--- src/design/mdd_pkg.sv ---
package mdd_pkg;

    // one window sample request
    typedef struct packed {
        logic [15:0] depth_sample;
        logic        last_sample;
        logic [11:0] pixel_u;
        logic [11:0] pixel_v;
    } in_item_t;

    // one deprojection result
    typedef struct packed {
        logic [1:0]         status;
        logic [15:0]        median_mm;
        logic signed [23:0] left_mm;
        logic signed [23:0] up_mm;
    } out_item_t;

    // divider request and response
    typedef struct packed {
        logic        start;
        logic [31:0] dividend;
        logic [15:0] divisor;
    } div_req_t;

    typedef struct packed {
        logic        busy;
        logic        done;
        logic [31:0] quotient;
    } div_rsp_t;

    localparam int CFG_IDX_W = 3;

    localparam logic [CFG_IDX_W-1:0] REG_FOCAL_X  = 3'd0;
    localparam logic [CFG_IDX_W-1:0] REG_FOCAL_Y  = 3'd1;
    localparam logic [CFG_IDX_W-1:0] REG_CENTER_X = 3'd2;
    localparam logic [CFG_IDX_W-1:0] REG_CENTER_Y = 3'd3;
    localparam logic [CFG_IDX_W-1:0] REG_MIN_MM   = 3'd4;
    localparam logic [CFG_IDX_W-1:0] REG_MAX_MM   = 3'd5;

    localparam logic [1:0] STATUS_OK    = 2'd0;
    localparam logic [1:0] STATUS_EMPTY = 2'd1;
    localparam logic [1:0] STATUS_RANGE = 2'd2;

    localparam int QUO_W = 32;

    localparam logic signed [23:0] SAT_MAX = 24'sh7FFFFF;
    localparam logic signed [23:0] SAT_MIN = 24'sh800000;

endpackage

--- src/design/mdd_ram.sv ---
module mdd_ram #(
    parameter int WIDTH = 16,
    parameter int DEPTH = 128
) (
    input  logic                     clk,
    input  logic                     we,
    input  logic [$clog2(DEPTH)-1:0] waddr,
    input  logic [WIDTH-1:0]         wdata,
    input  logic [$clog2(DEPTH)-1:0] raddr,
    output logic [WIDTH-1:0]         rdata
);

    logic [WIDTH-1:0] mem [DEPTH];

    // single write port, registered read
    always_ff @(posedge clk)
    begin
        if (we)
        begin
            mem[waddr] <= wdata;
        end
        rdata <= mem[raddr];
    end

endmodule

--- src/design/mdd_divider.sv ---
module mdd_divider (
    input  logic              clk,
    input  logic              rst_n,
    input  mdd_pkg::div_req_t req,
    output mdd_pkg::div_rsp_t rsp
);

    logic [mdd_pkg::QUO_W-1:0] quo_reg;
    logic [15:0]               rem_reg;
    logic [15:0]               den_reg;
    logic [5:0]                cnt_reg;
    logic                      busy_reg;
    logic                      done_reg;
    logic [16:0]               shifted;
    logic                      fits;

    // one restoring step per cycle
    assign shifted = {rem_reg, quo_reg[mdd_pkg::QUO_W-1]};
    assign fits    = shifted >= {1'b0, den_reg};

    always_ff @(posedge clk or negedge rst_n)
    begin
        if (!rst_n)
        begin
            busy_reg <= 1'b0;
            done_reg <= 1'b0;
            cnt_reg  <= '0;
        end
        else
        begin
            done_reg <= 1'b0;
            if (req.start)
            begin
                quo_reg  <= req.dividend;
                rem_reg  <= '0;
                den_reg  <= req.divisor;
                cnt_reg  <= 6'(mdd_pkg::QUO_W);
                busy_reg <= 1'b1;
            end
            else if (busy_reg)
            begin
                rem_reg <= fits ? 16'(shifted - {1'b0, den_reg}) : shifted[15:0];
                quo_reg <= {quo_reg[mdd_pkg::QUO_W-2:0], fits};
                cnt_reg <= cnt_reg - 6'd1;
                if (cnt_reg == 6'd1)
                begin
                    busy_reg <= 1'b0;
                    done_reg <= 1'b1;
                end
            end
        end
    end

    assign rsp.busy     = busy_reg;
    assign rsp.done     = done_reg;
    assign rsp.quotient = quo_reg;

endmodule

--- src/design/median_depth_deprojection.sv ---
// channel   direction  handshake                  payload
// sample    in         start & !busy              in_item_t
// cfg       in         cfg_valid & cfg_ready      cfg_index, cfg_data
// result    out        done strobe, one cycle     out_item_t
//
// samples are accepted back to back while the block is idle
// after the last sample, the median search takes each kept sample as a candidate and counts
// its rank over the store's single read port; then each axis runs a multiply and a division
// on the shared radix-2 divider
// reset restores the register defaults and clears the sample count; the store needs no clearing pass
// results cannot be stalled: done is high for exactly one cycle per result
module median_depth_deprojection #(
    parameter int MAX_SAMPLES = 128
) (
    input  logic                             clk,
    input  logic                             rst_n,
    input  logic                             start,
    output logic                             busy,
    input  mdd_pkg::in_item_t                sample,
    input  logic                             cfg_valid,
    output logic                             cfg_ready,
    input  logic [mdd_pkg::CFG_IDX_W-1:0]    cfg_index,
    input  logic [15:0]                      cfg_data,
    output logic                             done,
    output mdd_pkg::out_item_t               result
);

    localparam int AW = $clog2(MAX_SAMPLES);
    localparam int CW = $clog2(MAX_SAMPLES + 1);

    typedef enum logic [8:0] {
        ST_IDLE   = 9'b000000001,
        ST_OUTER  = 9'b000000010,
        ST_LATCH  = 9'b000000100,
        ST_SCAN   = 9'b000001000,
        ST_TAIL   = 9'b000010000,
        ST_CHECK  = 9'b000100000,
        ST_MUL    = 9'b001000000,
        ST_DSTART = 9'b010000000,
        ST_DIV    = 9'b100000000
    } state_t;

    state_t state_reg, state_next;

    logic [15:0] focal_x_reg, focal_y_reg, center_x_reg, center_y_reg;
    logic [15:0] min_mm_reg, max_mm_reg;

    logic [CW-1:0] count_reg, count_next;
    logic [CW-1:0] i_reg, j_reg, below_reg, nab_reg;
    logic          rv_reg;
    logic [15:0]   x_reg, median_reg;
    logic [11:0]   u_reg, v_reg;
    logic          axis_reg;
    logic signed [33:0] prod_reg;
    logic          neg_reg;
    logic signed [23:0] left_reg;
    logic          done_reg;
    mdd_pkg::out_item_t result_reg;

    logic          accept, ram_we;
    logic [AW-1:0] raddr;
    logic [15:0]   rdata;
    logic [CW-1:0] rank_k;
    logic          found, out_of_range;

    logic [11:0]        pix;
    logic [15:0]        center, focal;
    logic signed [16:0] diff;
    logic signed [33:0] prod_next;
    logic [33:0]        mag;
    logic signed [23:0] offset;

    mdd_pkg::div_req_t div_req;
    mdd_pkg::div_rsp_t div_rsp;

    assign accept    = start && !busy;
    assign busy      = state_reg != ST_IDLE;
    assign cfg_ready = 1'b1;
    assign ram_we    = accept && (sample.depth_sample != 16'd0)
                       && (count_reg < CW'(MAX_SAMPLES));
    assign count_next = ram_we ? count_reg + CW'(1) : count_reg;

    // sample store
    mdd_ram #(
        .WIDTH (16),
        .DEPTH (MAX_SAMPLES)
    ) u_store (
        .clk   (clk),
        .we    (ram_we),
        .waddr (count_reg[AW-1:0]),
        .wdata (sample.depth_sample),
        .raddr (raddr),
        .rdata (rdata)
    );

    // read address: candidate in outer pass, scan index otherwise
    assign raddr = (state_reg == ST_OUTER) ? i_reg[AW-1:0] : j_reg[AW-1:0];

    // rank test for the upper median
    assign rank_k       = count_reg >> 1;
    assign found        = (below_reg <= rank_k) && (rank_k < nab_reg);
    assign out_of_range = (x_reg < min_mm_reg) || (x_reg > max_mm_reg);

    // axis operand selection and product
    assign pix       = axis_reg ? v_reg : u_reg;
    assign center    = axis_reg ? center_y_reg : center_x_reg;
    assign focal     = axis_reg ? focal_y_reg : focal_x_reg;
    assign diff      = $signed({1'b0, pix, 4'b0000}) - $signed({1'b0, center});
    assign prod_next = 34'(diff) * 34'($signed({1'b0, median_reg}));
    assign mag       = prod_reg[33] ? 34'(-prod_reg) : 34'(prod_reg);

    // divider request
    assign div_req.start    = state_reg == ST_DSTART;
    assign div_req.dividend = mag[31:0];
    assign div_req.divisor  = (focal == 16'd0) ? 16'd1 : focal;

    mdd_divider u_div (
        .clk   (clk),
        .rst_n (rst_n),
        .req   (div_req),
        .rsp   (div_rsp)
    );

    // negate quotient and saturate
    always_comb
    begin
        if (neg_reg)
        begin
            offset = (div_rsp.quotient > 32'd8388607) ? mdd_pkg::SAT_MAX
                     : $signed(div_rsp.quotient[23:0]);
        end
        else
        begin
            offset = (div_rsp.quotient > 32'd8388608) ? mdd_pkg::SAT_MIN
                     : $signed((~div_rsp.quotient[23:0]) + 24'd1);
        end
    end

    // sequencer
    always_comb
    begin
        state_next = state_reg;
        unique case (state_reg)
            ST_IDLE:
            begin
                if (accept && sample.last_sample && (count_next != '0))
                begin
                    state_next = ST_OUTER;
                end
            end
            ST_OUTER:  state_next = ST_LATCH;
            ST_LATCH:  state_next = ST_SCAN;
            ST_SCAN:
            begin
                if (j_reg == count_reg - CW'(1))
                begin
                    state_next = ST_TAIL;
                end
            end
            ST_TAIL:   state_next = ST_CHECK;
            ST_CHECK:
            begin
                if (!found)
                begin
                    state_next = ST_OUTER;
                end
                else if (out_of_range)
                begin
                    state_next = ST_IDLE;
                end
                else
                begin
                    state_next = ST_MUL;
                end
            end
            ST_MUL:    state_next = ST_DSTART;
            ST_DSTART: state_next = ST_DIV;
            ST_DIV:
            begin
                if (div_rsp.done)
                begin
                    state_next = axis_reg ? ST_IDLE : ST_MUL;
                end
            end
            default:   state_next = ST_IDLE;
        endcase
    end

    // configuration registers
    always_ff @(posedge clk or negedge rst_n)
    begin
        if (!rst_n)
        begin
            focal_x_reg  <= 16'd9600;
            focal_y_reg  <= 16'd9600;
            center_x_reg <= 16'd5120;
            center_y_reg <= 16'd3840;
            min_mm_reg   <= 16'd100;
            max_mm_reg   <= 16'd2000;
        end
        else if (cfg_valid && cfg_ready)
        begin
            case (cfg_index)
                mdd_pkg::REG_FOCAL_X:  focal_x_reg  <= cfg_data;
                mdd_pkg::REG_FOCAL_Y:  focal_y_reg  <= cfg_data;
                mdd_pkg::REG_CENTER_X: center_x_reg <= cfg_data;
                mdd_pkg::REG_CENTER_Y: center_y_reg <= cfg_data;
                mdd_pkg::REG_MIN_MM:   min_mm_reg   <= cfg_data;
                mdd_pkg::REG_MAX_MM:   max_mm_reg   <= cfg_data;
                default: ;
            endcase
        end
    end

    // datapath and control registers
    always_ff @(posedge clk or negedge rst_n)
    begin
        if (!rst_n)
        begin
            state_reg <= ST_IDLE;
            count_reg <= '0;
            done_reg  <= 1'b0;
            rv_reg    <= 1'b0;
            i_reg     <= '0;
            j_reg     <= '0;
            axis_reg  <= 1'b0;
        end
        else
        begin
            state_reg <= state_next;
            done_reg  <= 1'b0;
            unique case (state_reg)
                ST_IDLE:
                begin
                    if (accept)
                    begin
                        count_reg <= count_next;
                        if (sample.last_sample)
                        begin
                            u_reg    <= sample.pixel_u;
                            v_reg    <= sample.pixel_v;
                            i_reg    <= '0;
                            axis_reg <= 1'b0;
                            if (count_next == '0)
                            begin
                                done_reg             <= 1'b1;
                                result_reg.status    <= mdd_pkg::STATUS_EMPTY;
                                result_reg.median_mm <= '0;
                                result_reg.left_mm   <= '0;
                                result_reg.up_mm     <= '0;
                            end
                        end
                    end
                end
                ST_OUTER: ;
                ST_LATCH:
                begin
                    x_reg     <= rdata;
                    below_reg <= '0;
                    nab_reg   <= '0;
                    j_reg     <= '0;
                    rv_reg    <= 1'b0;
                end
                ST_SCAN, ST_TAIL:
                begin
                    j_reg  <= j_reg + CW'(1);
                    rv_reg <= 1'b1;
                    if (rv_reg)
                    begin
                        if (rdata < x_reg)
                        begin
                            below_reg <= below_reg + CW'(1);
                        end
                        if (rdata <= x_reg)
                        begin
                            nab_reg <= nab_reg + CW'(1);
                        end
                    end
                end
                ST_CHECK:
                begin
                    i_reg      <= i_reg + CW'(1);
                    median_reg <= x_reg;
                    if (found && out_of_range)
                    begin
                        count_reg            <= '0;
                        done_reg             <= 1'b1;
                        result_reg.status    <= mdd_pkg::STATUS_RANGE;
                        result_reg.median_mm <= x_reg;
                        result_reg.left_mm   <= '0;
                        result_reg.up_mm     <= '0;
                    end
                end
                ST_MUL:
                begin
                    prod_reg <= prod_next;
                end
                ST_DSTART:
                begin
                    neg_reg <= prod_reg[33];
                end
                ST_DIV:
                begin
                    if (div_rsp.done)
                    begin
                        axis_reg <= 1'b1;
                        if (!axis_reg)
                        begin
                            left_reg <= offset;
                        end
                        else
                        begin
                            count_reg            <= '0;
                            done_reg             <= 1'b1;
                            result_reg.status    <= mdd_pkg::STATUS_OK;
                            result_reg.median_mm <= median_reg;
                            result_reg.left_mm   <= left_reg;
                            result_reg.up_mm     <= offset;
                        end
                    end
                end
                default: ;
            endcase
        end
    end

    assign done   = done_reg;
    assign result = result_reg;

    // checks
    a_count_bound: assert property (@(posedge clk) disable iff (!rst_n)
        count_reg <= CW'(MAX_SAMPLES))
        else $error("sample count beyond store depth");

    a_busy_from_start: assert property (@(posedge clk) disable iff (!rst_n)
        $rose(busy) |-> $past(start))
        else $error("busy rose without a request");

    a_empty_zero: assert property (@(posedge clk) disable iff (!rst_n)
        done && result.status == mdd_pkg::STATUS_EMPTY |-> result.median_mm == 16'd0)
        else $error("empty window reports a median");

    a_div_idle: assert property (@(posedge clk) disable iff (!rst_n)
        div_req.start |-> !div_rsp.busy)
        else $error("divider restarted while busy");

endmodule

--- config.mk ---
export PLATFORM = sky130hd
export DESIGN_NAME = median_depth_deprojection
export DESIGN_NICKNAME = d
export VERILOG_FILES = /design/src/design/mdd_pkg.sv /design/src/design/mdd_ram.sv /design/src/design/mdd_divider.sv /design/src/design/median_depth_deprojection.sv
export SDC_FILE = /design/constraint.sdc
export NUM_CORES = 2
export LEC_CHECK = 0
export BUFFER_PORTS_ARGS = -buffer_cell sky130_fd_sc_hd__buf_4
export CAP_MARGIN = 0
export CORE_UTILIZATION = 45
export CTS_CLUSTER_DIAMETER = 50
export DETAILED_ROUTE_END_ITERATION = 16
export MAX_ROUTING_LAYER = met4
export SETUP_SLACK_MARGIN = 0.5
export SLEW_MARGIN = 5
export SYNTH_ARGS = -nofsm -noshare
export SYNTH_HDL_FRONTEND = slang
export SYNTH_SLANG_ARGS = --single-unit
--- constraint.sdc ---
create_clock -name clk -period 16.4 [get_ports clk]
set_clock_uncertainty 0.2 [all_clocks]
set_input_delay 0.82 -clock clk [delete_from_list [all_inputs] [get_ports clk]]
set_output_delay 0.82 -clock clk [all_outputs]
set_load 0.01 [all_outputs]
==> results.md <==
- Die area: 249,000 µm²
- Main synth FF type: edfxtp_1
- Fillers: 20,600
- Yosys warning count: 0
- Fraction of final layout cells sized beyond drive strength 1: 11.7%
- CTS sink cnt: 2,463
- Number of flops mapped to enable cells by yosys: 2,308
- Sequential Area: 73,100 µm²
- Period utilization: 59.8%
- Skew-Pair Late Insertion Delay: 0.94 ns
- Area delta synth->final: 13.4%
- Synth area leaders: edfxtp_1, nand2_1, fa_1, dfrtp_1, nand3_1
- DRT antenna net count: 0
- Status: finished, final reports clean
- First-pass GRT wire length: 476,000 µm
- Total track usage: 26.7%
- Fin cells: 12,300
- Placer Congestion: 0.886
- Post-synthesis cell type count: 85
- Post-cts sizing count: 0
- Most common cell on crit path: fa_1
- Largest net degree at the start of global routing: 155
- Clock transition at path regs: 0.06 ns
- CP max-delay cell: buf_4
- Final setup fails: 0
- Maximum net fanout on the critical path: 55
- Routed Wire Length: 326,000 µm
- Ports: 133
- Rel. slew slack: 5.52%
- Top cells by count, synth: edfxtp_1, nand2_1, nand3_1
- FMAX: 0.102 GHz
- Port-buffer cells: 131
- Hold Path Class: input port to flip-flop
- Initial antenna violation count: 17
- Top-area cell type share of the netlist area: 62.3%
- Tmin final: 9.81 ns
- Vias in the first global route: 69,700
- Sequential share of the synthesized area: 65.8%
- Via density: 5.90
- DRT iter0 DRCs: 8,684
- Cells after Synth: 8,570
- Num rows: 182
- CTS tree: yes
- Crit path DAT: 10.30 ns
- FFs w/ async S/R, synth: 5.64%
- Mapped Nets: 9,100
- Dpl hpwl: 203,000 µm
- Clk buf depth: 4
- Multi-input logic area: 34,700 µm²
- Final nets: 9,372
- Cts bufs inserted: 294
- Flops & latches, synth: 2,463
- Max Transition Viols Final: 0
- Worst Tran Pin Value: 1.40 ns
- Mean Syn Cell Area: 13.0 µm²
- Netlist Area Pre-Place: 111,000 µm²
- Grt total ovfl: 0
- RSZ-0062 raised after global routing: no
- Routed vias: 72,400
- Hold Worst Slack: 0.0611 ns
- Startpoint types: flip-flop
- Pre-antenna DRT Iters: 6
- Area leader, netlist: edfxtp_1
- Die X: 499 µm
- Largest register FFs: 2,048
- Placed cell count: 11,700
- Drc violations: 0
- WL/cell: 26.6 µm
- Starting Density: 45.3%
- Critical path capture point type: flip-flop
- Final hold vios: 0
- Crit Path Category: flip-flop to flip-flop
- Most frequent cell after synthesis: edfxtp_1
- Htree depth: 5
- Max Cap Viol: 0
- Clk root buf: clkbuf_16
- Die Y: 499 µm
- Post-layout util: 51.3%
- Largest stage delay, worst path: 0.59 ns
- Total core area: 246,000 µm²
- Req. time, crit path: 16.89 ns
- Setup tns final: 0 ns
through the flow:
stage,setup slack (ns),area (µm²)
3_5_place_dp,6.68,117000
5_1_grt,6.04,126000
2_1_floorplan,7.03,111000
3_3_place_gp,6.84,117000
4_1_cts,6.62,126000
6_report,6.59,126000
cell type report:
type / count / share of cell area (%)
tap: 3220 / 3.19
sequential: 2463 / 58.0
clock inverter: 142 / 1.07
timing repair buffer: 437 / 2.73
antenna: 10 / 0.0198
multi-input combinational: 5216 / 27.5
inverter: 430 / 1.28
clock buffer: 352 / 6.21
repair_timing:
item | CTS | global route
endpoints found under the hold margin | 110 | 0
setup buffers | 0 | 0
hold buffers | 36 | 0
critical path: cells and delay by family, from the launching register on:
family,cells,cell delay [ns]
flops,1,0.34
mux,1,0.42
xor+xnor,1,0.11
compound gates,9,2.55
buf+inv,6,1.02
simple gates,6,1.17
fa+ha+maj,8,3.71
placed cells by master (no fill, tap or decap), types with 44 or more instances in the layout:
master / synthesis / final
a311oi_1: 62 / 62
fa_1: 280 / 280
dfrtp_1: 115 / 114
nand4_1: 133 / 133
nor3_1: 84 / 77
and2_1: 197 / 194
mux2_2: 109 / 109
o21ai_0: 156 / 155
a211oi_1: 60 / 60
clkbuf_1: 245 / 44
nor2_1: 301 / 284
xor2_1: 55 / 55
buf_4: 32 / 395
and3_1: 136 / 136
nand2_1: 1850 / 1847
ha_1: 186 / 186
nand3_1: 493 / 492
mux2i_1: 146 / 146
edfxtp_1: 2308 / 2308
clkbuf_16: 0 / 304
inv_1: 429 / 429
xnor2_1: 67 / 67
clkinv_1: 1 / 50
mux4_2: 50 / 50
a21oi_1: 178 / 176
a32oi_1: 116 / 116
a31oi_1: 126 / 126
logic make-up (layout without fill, tap and decap cells):
kind of cell	count (synthesis)	after routing	synth area share, %
AO/OA/AOI/OAI	921	921	5.64
XOR/XNOR	122	122	0.961
adder cells (fa/ha/maj)	466	466	7.13
buffers and inverters	891	1361	3.28
flip-flops	2463	2463	65.8
multiplexers	305	305	3.43
other	1	11	0.00337
AND/OR/NAND/NOR	3401	3401	13.8
final timing paths:
path	startpoint	to	slack, ns	cells past startpoint
max in group asynchronous	rst_n	max_mm_reg[5]	13.75	4
worst min register to register	u_store.rdata[11]	x_reg[11]	0.24	0
worst min-delay path	cfg_data[15]	min_mm_reg[15]	0.06	3
worst max register to register	axis_reg	prod_reg[33]	6.59	31
worst max-delay path	axis_reg	prod_reg[33]	6.59	31
min in group asynchronous	rst_n	center_y_reg[6]	0.29	2
metal layers:
layer  up-vias  global-route usage [%]  routed length, µm
li1      31600                       -                  -
met1     36900                    36.9             136000
met2      3364                    40.4             150000
met3       563                    4.38              29400
met4         0                    8.53              10600
met5         -                       -                  0
Power is not shown: default switching activity piles up to over one toggle a cycle in this logic, so the estimate is an artifact.
